`config.mk`:
```
export PLATFORM = sky130hd
export DESIGN_NAME = bucketed_rms_level
export DESIGN_NICKNAME = d
export VERILOG_FILES = /design/src/hw/rtl/brms_pkg.sv /design/src/hw/rtl/brms_ctrl.sv /design/src/hw/rtl/brms_dpath.sv /design/src/hw/rtl/bucketed_rms_level.sv
export SDC_FILE = /design/constraint.sdc
export NUM_CORES = 2
export LEC_CHECK = 0
export ABC_AREA = 1
export BUFFER_PORTS_ARGS = -buffer_cell sky130_fd_sc_hd__buf_2
export CORE_UTILIZATION = 50
export DETAILED_ROUTE_END_ITERATION = 10
export GPL_TIMING_DRIVEN = 0
export PLACE_DENSITY = 0.77
export SLEW_MARGIN = 10
export SYNTH_ARGS = -nofsm -noshare
export SYNTH_HDL_FRONTEND = slang
export SYNTH_SLANG_ARGS = --single-unit
```
`constraint.sdc`:
```
create_clock -name clk -period 9.35 [get_ports clk]
set_clock_uncertainty 0.15 [all_clocks]
set_input_delay 2.3375 -clock clk [delete_from_list [all_inputs] [get_ports clk]]
set_output_delay 2.3375 -clock clk [all_outputs]
set_load 0.01 [all_outputs]
```
`src/hw/rtl/brms_pkg.sv`:
```
// brms_pkg: shared types, widths and constants of the bucketed rms level block
`default_nettype none
package brms_pkg;

  // field and state widths
  localparam int SAMPLE_W = 32;
  localparam int MAG_W    = 16;
  localparam int SQ_W     = 2 * MAG_W;
  localparam int SUM_W    = 52;
  localparam int POS_W    = 18;
  localparam int CC_W     = 4;
  localparam int FMT_W    = 2;
  localparam int CFG_A_W  = 2;
  localparam int CFG_D_W  = 18;
  localparam int SCALE_W  = 10;
  localparam int NUM_W    = SUM_W + SCALE_W;
  localparam int CNT_W    = POS_W + CC_W;
  localparam int ROOT_W   = NUM_W / 2;
  localparam int STEP_W   = $clog2(NUM_W);
  localparam int LEVEL_W  = 15;
  localparam int LSHIFT   = 5;

  // full scale is 32768, so 100 * 256 * rms = sqrt(sum * 625 / count) / 32
  localparam logic [SCALE_W-1:0] SCALE     = SCALE_W'(625);
  localparam logic [LEVEL_W-1:0] LEVEL_MAX = LEVEL_W'(25600);
  localparam logic [8:0]         U8_BIAS   = 9'd128;

  // register indexes on the configuration port
  localparam logic [CFG_A_W-1:0] REG_BUCKET_LENGTH = 2'd0;
  localparam logic [CFG_A_W-1:0] REG_CHANNEL_COUNT = 2'd1;
  localparam logic [CFG_A_W-1:0] REG_SAMPLE_FORMAT = 2'd2;

  // register reset values
  localparam logic [POS_W-1:0] BUCKET_RESET  = POS_W'(441);
  localparam logic [CC_W-1:0]  CHANNEL_RESET = CC_W'(1);

  // sample format codes
  localparam logic [FMT_W-1:0] FMT_U8  = 2'd0;
  localparam logic [FMT_W-1:0] FMT_S16 = 2'd1;
  localparam logic [FMT_W-1:0] FMT_S32 = 2'd2;

  // controller states
  typedef enum logic [7:0] {
    ST_IDLE   = 8'b0000_0001,
    ST_SQUARE = 8'b0000_0010,
    ST_ACCUM  = 8'b0000_0100,
    ST_COUNT  = 8'b0000_1000,
    ST_CHECK  = 8'b0001_0000,
    ST_DIV    = 8'b0010_0000,
    ST_SQRT   = 8'b0100_0000,
    ST_OUT    = 8'b1000_0000
  } state_t;

  // controller to datapath
  typedef struct packed {
    logic accept_sample;
    logic accept_flush;
    logic square;
    logic accum;
    logic load_count;
    logic clear_bucket;
    logic div_start;
    logic div_step;
    logic sqrt_start;
    logic sqrt_step;
    logic out_load;
  } cmd_t;

  // datapath to controller
  typedef struct packed {
    logic bucket_done;
    logic count_zero;
    logic step_last;
    logic out_free;
  } status_t;

endpackage
`default_nettype wire

```
`src/hw/rtl/brms_ctrl.sv`:
```
// brms_ctrl: sequencing state machine of the bucketed rms level block
`default_nettype none
module brms_ctrl (
  input  wire logic              clk,
  input  wire logic              rst,
  input  wire logic              in_valid,
  input  wire logic              in_flush,
  output logic                   in_ready,
  input  wire brms_pkg::status_t status,
  output brms_pkg::cmd_t         cmd
);

  brms_pkg::state_t state, state_next;

  // state register
  always_ff @(posedge clk) begin
    if (rst) begin
      state <= brms_pkg::ST_IDLE;
    end else begin
      state <= state_next;
    end
  end

  assign in_ready = (state == brms_pkg::ST_IDLE);

  // next state and commands
  always_comb begin
    state_next = state;
    cmd        = '0;
    case (state)
      brms_pkg::ST_IDLE: begin
        if (in_valid) begin
          if (in_flush) begin
            cmd.accept_flush = 1'b1;
            state_next       = brms_pkg::ST_COUNT;
          end else begin
            cmd.accept_sample = 1'b1;
            state_next        = brms_pkg::ST_SQUARE;
          end
        end
      end
      brms_pkg::ST_SQUARE: begin
        cmd.square = 1'b1;
        state_next = brms_pkg::ST_ACCUM;
      end
      brms_pkg::ST_ACCUM: begin
        cmd.accum  = 1'b1;
        state_next = status.bucket_done ? brms_pkg::ST_COUNT : brms_pkg::ST_IDLE;
      end
      brms_pkg::ST_COUNT: begin
        cmd.load_count = 1'b1;
        state_next     = brms_pkg::ST_CHECK;
      end
      brms_pkg::ST_CHECK: begin
        // an empty bucket at a flush gives no level
        if (status.count_zero) begin
          state_next = brms_pkg::ST_IDLE;
        end else begin
          cmd.clear_bucket = 1'b1;
          cmd.div_start    = 1'b1;
          state_next       = brms_pkg::ST_DIV;
        end
      end
      brms_pkg::ST_DIV: begin
        cmd.div_step = 1'b1;
        if (status.step_last) begin
          cmd.sqrt_start = 1'b1;
          state_next     = brms_pkg::ST_SQRT;
        end
      end
      brms_pkg::ST_SQRT: begin
        cmd.sqrt_step = 1'b1;
        if (status.step_last) begin
          state_next = brms_pkg::ST_OUT;
        end
      end
      brms_pkg::ST_OUT: begin
        if (status.out_free) begin
          cmd.out_load = 1'b1;
          state_next   = brms_pkg::ST_IDLE;
        end
      end
      default: begin
        state_next = brms_pkg::ST_IDLE;
      end
    endcase
  end

endmodule
`default_nettype wire

```
`src/hw/rtl/brms_dpath.sv`:
```
// brms_dpath: accumulator, divider, square root and output register
`default_nettype none
module brms_dpath #(
  parameter int MAX_CHANNELS = 8,
  parameter int MAX_BUCKET   = 262143
) (
  input  wire logic                            clk,
  input  wire logic                            rst,
  input  wire logic                            cfg_we,
  input  wire logic [brms_pkg::CFG_A_W-1:0]    cfg_addr,
  input  wire logic [brms_pkg::CFG_D_W-1:0]    cfg_data,
  input  wire logic [brms_pkg::SAMPLE_W-1:0]   sample_raw,
  input  wire brms_pkg::cmd_t                  cmd,
  output brms_pkg::status_t                    status,
  input  wire logic                            out_ready,
  output logic                                 out_valid,
  output logic [brms_pkg::LEVEL_W-1:0]         level_q8,
  output logic                                 partial_bucket
);

  localparam int CH_W = (MAX_CHANNELS > 1) ? $clog2(MAX_CHANNELS) : 1;
  localparam logic [brms_pkg::CC_W-1:0]  MAX_CH_C = brms_pkg::CC_W'(MAX_CHANNELS);
  localparam logic [brms_pkg::POS_W-1:0] MAX_BK_C = brms_pkg::POS_W'(MAX_BUCKET);

  // configuration registers
  logic [brms_pkg::POS_W-1:0] bucket_length;
  logic [brms_pkg::CC_W-1:0]  channel_count;
  logic [brms_pkg::FMT_W-1:0] sample_format;

  always_ff @(posedge clk) begin
    if (rst) begin
      bucket_length <= brms_pkg::BUCKET_RESET;
      channel_count <= brms_pkg::CHANNEL_RESET;
      sample_format <= brms_pkg::FMT_S16;
    end else if (cfg_we) begin
      case (cfg_addr)
        brms_pkg::REG_BUCKET_LENGTH: bucket_length <= cfg_data;
        brms_pkg::REG_CHANNEL_COUNT: channel_count <= cfg_data[brms_pkg::CC_W-1:0];
        brms_pkg::REG_SAMPLE_FORMAT: sample_format <= cfg_data[brms_pkg::FMT_W-1:0];
        default: ;
      endcase
    end
  end

  // clamped register values
  logic [brms_pkg::CC_W-1:0]  eff_ch;
  logic [brms_pkg::POS_W-1:0] eff_bucket;

  always_comb begin
    if (channel_count == '0) begin
      eff_ch = brms_pkg::CC_W'(1);
    end else if (channel_count > MAX_CH_C) begin
      eff_ch = MAX_CH_C;
    end else begin
      eff_ch = channel_count;
    end
    if (bucket_length == '0) begin
      eff_bucket = brms_pkg::POS_W'(1);
    end else if (bucket_length > MAX_BK_C) begin
      eff_bucket = MAX_BK_C;
    end else begin
      eff_bucket = bucket_length;
    end
  end

  // sample normalisation to a 16-bit magnitude
  logic [8:0]                 u8_diff;
  logic [brms_pkg::MAG_W-1:0] word;
  logic [brms_pkg::MAG_W-1:0] mag_in;

  always_comb begin
    u8_diff = {1'b0, sample_raw[7:0]} - brms_pkg::U8_BIAS;
    word    = sample_raw[15:0];
    mag_in  = '0;
    case (sample_format)
      brms_pkg::FMT_U8: begin
        mag_in = {(u8_diff[8] ? (~u8_diff[7:0] + 8'd1) : u8_diff[7:0]), 8'd0};
      end
      brms_pkg::FMT_S32: begin
        word   = sample_raw[31:16];
        mag_in = word[15] ? (~word + 16'd1) : word;
      end
      default: begin
        mag_in = word[15] ? (~word + 16'd1) : word;
      end
    endcase
  end

  // magnitude and square registers, partial flag
  logic [brms_pkg::MAG_W-1:0] mag;
  logic [brms_pkg::SQ_W-1:0]  square;
  logic                       partial;

  always_ff @(posedge clk) begin
    if (cmd.accept_sample) begin
      mag     <= mag_in;
      partial <= 1'b0;
    end
    if (cmd.accept_flush) begin
      partial <= 1'b1;
    end
    if (cmd.square) begin
      square <= brms_pkg::SQ_W'(mag) * brms_pkg::SQ_W'(mag);
    end
  end

  // bucket state
  logic [brms_pkg::SUM_W-1:0] square_sum;
  logic [brms_pkg::POS_W-1:0] positions_filled;
  logic [CH_W-1:0]            channel_index;
  logic [brms_pkg::POS_W-1:0] pos_inc;
  logic                       pos_done;

  assign pos_inc  = positions_filled + brms_pkg::POS_W'(1);
  assign pos_done = ({1'b0, brms_pkg::CC_W'(channel_index)} + 5'd1) >= {1'b0, eff_ch};
  assign status.bucket_done = pos_done && (pos_inc >= eff_bucket);

  always_ff @(posedge clk) begin
    if (rst || cmd.clear_bucket) begin
      square_sum       <= '0;
      positions_filled <= '0;
      channel_index    <= '0;
    end else if (cmd.accum) begin
      square_sum <= square_sum + brms_pkg::SUM_W'(square);
      if (pos_done) begin
        channel_index    <= '0;
        positions_filled <= pos_inc;
      end else begin
        channel_index <= channel_index + CH_W'(1);
      end
    end
  end

  // sample count and scaled numerator
  logic [brms_pkg::CNT_W-1:0] count;
  logic [brms_pkg::NUM_W-1:0] numer;

  always_ff @(posedge clk) begin
    if (cmd.load_count) begin
      count <= (brms_pkg::CNT_W'(positions_filled) * brms_pkg::CNT_W'(eff_ch))
               + brms_pkg::CNT_W'(channel_index);
      numer <= brms_pkg::NUM_W'(square_sum) * brms_pkg::NUM_W'(brms_pkg::SCALE);
    end
  end

  assign status.count_zero = (count == '0);

  // shared step counter for divider and square root
  logic [brms_pkg::STEP_W-1:0] step;

  always_ff @(posedge clk) begin
    if (cmd.div_start) begin
      step <= brms_pkg::STEP_W'(brms_pkg::NUM_W - 1);
    end else if (cmd.sqrt_start) begin
      step <= brms_pkg::STEP_W'(brms_pkg::ROOT_W - 1);
    end else if (cmd.div_step || cmd.sqrt_step) begin
      step <= step - brms_pkg::STEP_W'(1);
    end
  end

  assign status.step_last = (step == '0);

  // restoring divider, one quotient bit a cycle; quotient ends in dq
  logic [brms_pkg::NUM_W-1:0] dq;
  logic [brms_pkg::CNT_W-1:0] drem;
  logic [brms_pkg::CNT_W:0]   drem_sh;
  logic                       dbit;

  assign drem_sh = {drem, dq[brms_pkg::NUM_W-1]};
  assign dbit    = (drem_sh >= {1'b0, count});

  // digit-by-digit square root; each step sets one root bit
  localparam int SREM_W = brms_pkg::ROOT_W + 2;
  logic [brms_pkg::ROOT_W-1:0] root;
  logic [SREM_W-1:0]           srem;
  logic [SREM_W+1:0]           srem_sh;
  logic [SREM_W+1:0]           trial;
  logic                        sbit;

  assign srem_sh = {srem, dq[brms_pkg::NUM_W-1 -: 2]};
  assign trial   = {2'b00, root, 2'b01};
  assign sbit    = (srem_sh >= trial);

  always_ff @(posedge clk) begin
    if (cmd.div_start) begin
      dq   <= numer;
      drem <= '0;
    end else if (cmd.div_step) begin
      dq   <= {dq[brms_pkg::NUM_W-2:0], dbit};
      drem <= dbit ? brms_pkg::CNT_W'(drem_sh - {1'b0, count})
                   : drem_sh[brms_pkg::CNT_W-1:0];
    end else if (cmd.sqrt_step) begin
      dq <= {dq[brms_pkg::NUM_W-3:0], 2'b00};
    end
    if (cmd.sqrt_start) begin
      root <= '0;
      srem <= '0;
    end else if (cmd.sqrt_step) begin
      root <= {root[brms_pkg::ROOT_W-2:0], sbit};
      srem <= sbit ? SREM_W'(srem_sh - trial) : srem_sh[SREM_W-1:0];
    end
  end

  // level scaling and saturation
  localparam int LV_W = brms_pkg::ROOT_W - brms_pkg::LSHIFT;
  logic [LV_W-1:0]              level_full;
  logic [brms_pkg::LEVEL_W-1:0] level_sat;

  assign level_full = root[brms_pkg::ROOT_W-1:brms_pkg::LSHIFT];
  assign level_sat  = (level_full > LV_W'(brms_pkg::LEVEL_MAX))
                      ? brms_pkg::LEVEL_MAX : level_full[brms_pkg::LEVEL_W-1:0];

  // output register
  assign status.out_free = !out_valid || out_ready;

  always_ff @(posedge clk) begin
    if (rst) begin
      out_valid <= 1'b0;
    end else if (cmd.out_load) begin
      out_valid <= 1'b1;
    end else if (out_ready) begin
      out_valid <= 1'b0;
    end
  end

  always_ff @(posedge clk) begin
    if (cmd.out_load) begin
      level_q8       <= level_sat;
      partial_bucket <= partial;
    end
  end

endmodule
`default_nettype wire

```
`src/hw/rtl/bucketed_rms_level.sv`:
```
// bucketed_rms_level: top level of the windowed rms envelope block
//
//   channel   signals                          carries
//   s_*       s_tvalid s_tready s_tdata s_tuser  one sample or a flush mark
//   m_*       m_tvalid m_tready m_tdata m_tuser  one bucket level
//   cfg_*     cfg_we cfg_addr cfg_data          register writes, no read-back
//
// a sample passes through capture, square and accumulate before the next is taken.
// a level follows the sample that ends its bucket, or a flush, through the count and
// check steps, the restoring divider and the square root unit; one shared
// step counter drives both; no input is taken while they run.
// a waiting level does not block samples that complete no bucket; the next level
// holds in the sequencer until the output register is free.
// rst is synchronous and clears the bucket and registers to their reset values.
`default_nettype none
module bucketed_rms_level #(
  parameter int MAX_CHANNELS = 8,
  parameter int MAX_BUCKET   = 262143
) (
  input  wire logic                           clk,
  input  wire logic                           rst,
  // input stream
  input  wire logic                           s_tvalid,
  output logic                                s_tready,
  input  wire logic [31:0]                    s_tdata,   // [31:0] sample_raw
  input  wire logic                           s_tuser,   // [0] flush
  // output stream
  output logic                                m_tvalid,
  input  wire logic                           m_tready,
  output logic [15:0]                         m_tdata,   // [14:0] level_q8, [15] zero
  output logic                                m_tuser,   // [0] partial_bucket
  // configuration
  input  wire logic                           cfg_we,
  input  wire logic [brms_pkg::CFG_A_W-1:0]   cfg_addr,
  input  wire logic [brms_pkg::CFG_D_W-1:0]   cfg_data
);

  brms_pkg::cmd_t               cmd;
  brms_pkg::status_t            status;
  logic [brms_pkg::LEVEL_W-1:0] level_q8;

  // sequencer
  brms_ctrl u_ctrl (
    .clk      (clk),
    .rst      (rst),
    .in_valid (s_tvalid),
    .in_flush (s_tuser),
    .in_ready (s_tready),
    .status   (status),
    .cmd      (cmd)
  );

  // datapath
  brms_dpath #(
    .MAX_CHANNELS (MAX_CHANNELS),
    .MAX_BUCKET   (MAX_BUCKET)
  ) u_dpath (
    .clk            (clk),
    .rst            (rst),
    .cfg_we         (cfg_we),
    .cfg_addr       (cfg_addr),
    .cfg_data       (cfg_data),
    .sample_raw     (s_tdata),
    .cmd            (cmd),
    .status         (status),
    .out_ready      (m_tready),
    .out_valid      (m_tvalid),
    .level_q8       (level_q8),
    .partial_bucket (m_tuser)
  );

  assign m_tdata = {1'b0, level_q8};

endmodule
`default_nettype wire

```
### Yosys cells after proc, flatten, opt, wreduce, memory -nomap -nowiden

Cells that the tools add are included.

* flip-flop bits (word level): 409
* input port bits: 58
* output and inout bits: 19
* word-level logic and storage cells: 121

* add/subtract/negate cells: 12
* $mul: 3
* order comparisons: 7
* equality and inequality tests: 15
* multiplexer cells: 40
* bitwise operators: 3
* reductions and logical operators: 20

Operators with widths (count)
* $mux 62: 3
* $pmux 8 s8: 1
* $mul 52x10->62 const B: 1
* $add 52x32->52: 1
* $mux 8: 5
* $mux 18: 2
* $ge 35x33->1: 1
* $mux 33: 1
* $sub 33x33->33: 1
* $add 16x1->16 const B: 2
* $mul 16x16->32: 1
* $mux 16: 2
* $not 16->16: 2
* $pmux 16 s2: 1
* $gt 26x15->1 const B: 1
* $ge 23x22->1: 1
* $add 22x3->22: 1
* $logic_not 22->1: 1
* $mul 18x4->22: 1
* $mux 22: 1
* $sub 22x22->22: 1
* $add 18x1->18 const B: 1
* $ge 18x18->1: 1
* $gt 18x18->1 const B: 1
* other kinds (36): 66

### Logic depth before layout (Yosys ltp)

* depth after elaboration: 7
* depth in mapped cells: 27
* mapped depth without buffers: 25

### Hierarchy

A second synthesis with hierarchy kept.

* cells, all modules: 6152
* area, all modules: 44754.2 sq um

By module, submodules not included
* brms_dpath: instances 1, cells each 6043, area each 44078.5 sq um, seq. area each 10099.7 sq um
* brms_ctrl: instances 1, cells each 107, area each 664.4 sq um, seq. area each 160.2 sq um
* bucketed_rms_level: instances 1, cells each 2, area each 11.3 sq um, seq. area each 0.0 sq um

### Worst setup path after synthesis

OpenSTA, ideal clock, no wires.

* kind: reg2reg
* start: register u_ctrl.state[4]
* end: register u_ctrl.state[0]
* library setup time: 115 ps
* arrival: 9484 ps
* required time: 9085 ps
* setup slack: -399 ps
* stages on the path, launching flop included: 9
* buffers on the path: 0
* period minus slack after synthesis: 9749 ps
* cells stage by stage: dfxtp_1 nor2_1 nand2_1 nor4_1 nor3_1 a21oi_1 nand2_1 nand2_1 nand2_1

* cells in the longest elaborated chain, start to end: 3
* elaborated cells between the ends (all ways): 14
* those cells by class: 12 x eq/ne; 1 x mux; 1 x reduce/logical

Ends and longest elaborated chain
* start: declaration: line brms_ctrl.sv:13 `brms_pkg::state_t state, state_next;`
* start signal: assignment: line brms_ctrl.sv:18 `state <= brms_pkg::ST_IDLE;`
* start signal: assignment: line brms_ctrl.sv:20 `state <= state_next;`
* $eq 8x7->1 (tied with other cells): line brms_ctrl.sv:30 `case (state)`
* $ne 2x2->1 (no line)
* $reduce_and 4->1 (no line)

Several ways; a longest one is shown, not always the timed one.
A chain may end at the register's enable or synchronous reset.

### Worst setup path after layout

* start: register u_dpath.mag[2] (netlist bit)
* end: register u_dpath.square[31] (netlist bit) (data pin)

* cells in the longest elaborated chain, start to end: 1

Ends and longest elaborated chain
* start: declaration: line brms_dpath.sv:90 `logic [brms_pkg::MAG_W-1:0] mag;`
* start signal: assignment: line brms_dpath.sv:96 `mag <= mag_in;`
* $mul 16x16->32: line brms_dpath.sv:103 `square <= brms_pkg::SQ_W'(mag) * brms_pkg::SQ_W'(mag);`
* end signal: assignment: line brms_dpath.sv:103
* end: declaration: line brms_dpath.sv:91 `logic [brms_pkg::SQ_W-1:0] square;`

Every way passes these cells.

==> impl_summary.txt <==
----------------------------------------------------
[Status]
  Status ... complete, but fails checks
  Violated checks ... DRC

[Layout]
  Multi-input logic area ... 0.0286 mm^2
  Reg area ... 0.0103 mm^2
  # diodes ... 0
  Net count reported at finish ... 7086
  Filler Cell Count ... 8420
  Share of post-route cells with drive strength above 1 ... 5.33%
  Non-filler instance count after layout ... 7434
  Layout area overhead ... 8.03%
  Core utilization of the finished layout ... 54.6%
  Area of all placed cells without fillers ... 0.0483 mm^2

[CTS]
  Hold Buf Count CTS ... 0
  Buffer levels on the longest clock path ... 3
  Clock tree from TritonCTS ... yes
  Cell chosen for the clock root ... sky130_fd_sc_hd__clkbuf_16
  Clock buffers created by TritonCTS ... 50
  Buffers inserted by post-CTS timing repair ... 0
  CTS clock-pin slew for the worst setup and hold paths ... ~60 ps
  Clock latency at the later pin of the worst-skew pair ... 640 ps
  Post-CTS Resized ... 0
  CTS Sinks ... just over 400
  Maximum level of the CTS H-tree ... 2

[Placed design]
  Cell Area, Placed ... 0.0467 mm^2
  Weighted congestion at the end of routability-driven global placement ... 1.02
  Placed Cells ... 7340
  Worst Setup Slack post-DPL ... 2410 ps
  Number of port buffers ... 74
  Estimated wirelength of the detail-placed design ... 104 mm

[Setup path]
  Kind of end point of the critical path ... flop
  Startpoint Class ... flop
  Max incr delay on CP ... 580 ps
  Top cell by count, worst path ... sky130_fd_sc_hd__fa_1
  Required arrival time at the worst endpoint ... 9590 ps
  Minimum setup slack among reg-to-reg paths ... 2330 ps
  Cells along the critical path ... clkbuf_1, clkbuf_1, nand2_1, fa_1, inv_1, fa_1, fa_1, fa_1, fa_1, inv_1, fa_1, inv_1, ha_1, a21oi_1, o21ai_0, inv_1, nor2_1, nor2_1, nand3_1, a21oi_1, xor2_1
  Largest driver fanout on the critical path ... 10
  Setup CP Type ... reg -> reg
  WP data arrival ... 7250 ps
  Crit-path slowest cell ... sky130_fd_sc_hd__fa_1

[Global routing]
  Antenna violations before repair ... 0
  Overall Global Routing Usage ... 27.7%
  Wire length of the first global-routing pass ... a little over 200 mm
  Maximum number of pins on one net before global-route repair ... 59
  Vias in the first global route ... 39600
  GRT overflow ... 0

[Route]
  Routed wire per std cell ... 16.6 um
  Wire length after detailed routing ... 123 mm
  Via count normalized by instance count ... 5.30
  First DRT Iteration DRCs ... approximately 2600
  Total iterations of the first detailed-routing run ... 11
  Count of nets left with antenna violations after detail routing ... 0
  Number of vias in the routed layout ... just under 40000
  DRC violation count after routing ... 9

[Synth]
  Number of synthesized register bits ... 408
  Commonest cells in the netlist ... sky130_fd_sc_hd__inv_1, sky130_fd_sc_hd__nand2_1, sky130_fd_sc_hd__nor2_1, sky130_fd_sc_hd__ha_1, sky130_fd_sc_hd__a21oi_1
  Area share of the largest cell type after synthesis ... 15.3%
  Sequential element share of the synthesized area ... 22.9%
  Area of the mapped netlist ... around 0.045 mm^2
  Synth cell types ... 64
  Syn_area_per_cell ... 7.35 um^2
  Primary FF master, synth ... sky130_fd_sc_hd__edfxtp_1
  Number of flops mapped to enable cells by yosys ... 209
  Synth async-reset ratio ... 0%
  Yosys warning total ... 0
  Leading area contributor after synthesis ... sky130_fd_sc_hd__fa_1
  Cell with the most instances after synthesis ... sky130_fd_sc_hd__inv_1
  Syn_nets ... just under 7000
  Top cells by area in the synthesized netlist ... sky130_fd_sc_hd__fa_1, sky130_fd_sc_hd__edfxtp_1, sky130_fd_sc_hd__ha_1
  Number of standard cells after synthesis ... 6090

[STA]
  Number of hold violations in the final report ... 0
  Normalized max-slew margin ... between 40% and 50%
  Slew of the pin with the lowest slew margin ... 856 ps
  Total of endpoints with negative setup slack in the final report ... 0
  Final period demand of the worst path ... 7020 ps
  Pins over their slew limit ... 0
  RSZ-0062 raised after global routing ... false
  Total negative slack for setup checks ... 0 ps
  Achievable Freq ... approximately 140 MHz
  Final hold slack ... 287 ps
  Minimum setup slack in the final design ... 2330 ps
  Period utilization ... 75.0%

[Die]
  Initial core utilization ... around half
  # IOs ... 77
  Die span in x ... 301 um
  Die height ... between 300 and 400 um
  Placement Rows ... 109
  Die ar. ... a little over 0.09 mm^2
  Core Footprint ... roughly 0.089 mm^2

[Power and ir drop]
  Flop pwr share ... 19.2%
  Power after layout ... 12.7 mW
  Worst voltage drop across the vdd grid ... roughly 0.48 mV
  Cell leakage power ... 25.5 nW
  Net switching share of the total power ... 48.4%
  Power Dens Cells ... 262 mW/mm^2
  Cell internal power dissipation ... ~6.5 mW
  Clock power share ... 15.0%
  Combinational fraction of design power ... 65.8%
  Reported net switching power ... roughly 6 mW

[Job]
  Number of maximum-capacitance constraint violations ... 0

[Min path]
  Class of the tightest hold or removal check ... reg -> reg

----------------------------------------------------
-- worst max-delay path: cells and delay by family, from the launching register on --
family                     cells  cell delay (ps)
adders and majority gates      7             3580
AOI/OAI and AO/OA              3              590
DFF                            1              390
and+or+nand+nor                4              700
buffers and inverters          6             1260
xor gates and xnor gates       1               80
-- registers in the layout, summed over array words and instances (netlist names) --
name	count
u_dpath.out_valid	1
u_dpath.root	31
u_dpath.positions_filled	18
u_dpath.channel_count	4
u_dpath.srem	33
u_dpath.sample_format	2
u_dpath.partial	1
u_dpath.bucket_length	18
u_dpath.level_q8	15
u_dpath.numer	62
u_dpath.step	6
u_dpath.mag	16
u_dpath.dq	62
u_dpath.drem	22
u_dpath.partial_bucket	1
u_dpath.channel_index	3
u_dpath.square_sum	52
u_dpath.square	31
u_dpath.count	22
u_ctrl.state	8
-- layout make-up --
class                   instances  share of cell area (%)
inverters                    1400                    10.9
well taps                    1165                    3.02
repair buffers                 85                    1.05
plain buffers                 141                    1.39
multi-input cells            4141                    59.1
flip-flops and latches        408                    21.2
clock buffers                  64                    2.87
clock inverters                30                   0.437
-- power by group through the flow --
stage / clock network, mW / logic, mW / registers, mW
4_1_cts: 1.94 / 8.30 / 2.43
3_5_place_dp: 0 / 8.23 / 2.47
2_1_floorplan: 0 / 6.28 / 2.46
3_3_place_gp: 0 / 8.02 / 2.48
5_1_grt: 2.00 / 9.46 / 2.44
6_report: 1.91 / 8.34 / 2.43
-- logic make-up after synthesis --
logic type	after synthesis	synth area share (%)
simple gates	2366	22.6
other cells	1	0.00838
buf+inv	1541	13.3
flops	408	22.9
fa+ha+maj	801	28.1
compound gates	817	10.1
xor+xnor	155	3.03
mux	1	0.0252
-- cells in the final DEF, fill, tap and decap left out, types with 23 or more instances in the layout --
cell / synthesis / routed
sky130_fd_sc_hd__edfxtp_1: 209 / 209
sky130_fd_sc_hd__inv_1: 1376 / 1375
sky130_fd_sc_hd__o21bai_1: 23 / 23
sky130_fd_sc_hd__nand2_1: 1340 / 1339
sky130_fd_sc_hd__ha_1: 460 / 460
sky130_fd_sc_hd__xnor2_1: 59 / 59
sky130_fd_sc_hd__clkbuf_16: 0 / 52
sky130_fd_sc_hd__o21ai_0: 207 / 207
sky130_fd_sc_hd__o21ai_1: 24 / 24
sky130_fd_sc_hd__a21oi_1: 399 / 399
sky130_fd_sc_hd__nand4_1: 75 / 75
sky130_fd_sc_hd__nand3b_1: 36 / 36
sky130_fd_sc_hd__clkbuf_1: 83 / 91
sky130_fd_sc_hd__nor3_1: 60 / 60
sky130_fd_sc_hd__nor2_1: 478 / 477
sky130_fd_sc_hd__nand3_1: 274 / 274
sky130_fd_sc_hd__fa_1: 341 / 341
sky130_fd_sc_hd__xor2_1: 96 / 96
sky130_fd_sc_hd__dfxtp_1: 199 / 199
sky130_fd_sc_hd__buf_2: 36 / 110
sky130_fd_sc_hd__a31oi_1: 71 / 71
-- per-layer routing --
| metal | vias up | track usage, % | wire, um |
|---|---|---|---|
| met5 | - | 0 | 0 |
| met4 | 0 | 12.5 | 5820 |
| met3 | 298 | 3.35 | 7080 |
| met2 | 1134 | 48.1 | 59100 |
| met1 | 18500 | 34.2 | 51500 |
| li1 | 19400 | - | - |
-- worst paths after layout --
check | start | depth (start not counted) | to
min | u_dpath.partial$_SDFFE_PP1P_ | 0 | u_dpath.partial_bucket$_DFFE_PP_
max reg2reg | u_dpath.mag[2]$_DFFE_PP_ | 21 | u_dpath.square[31]$_DFFE_PP_
min reg2reg | u_dpath.partial$_SDFFE_PP1P_ | 0 | u_dpath.partial_bucket$_DFFE_PP_
max | u_dpath.mag[2]$_DFFE_PP_ | 21 | u_dpath.square[31]$_DFFE_PP_
No activity file was read; power rests on OpenSTA's default activity.
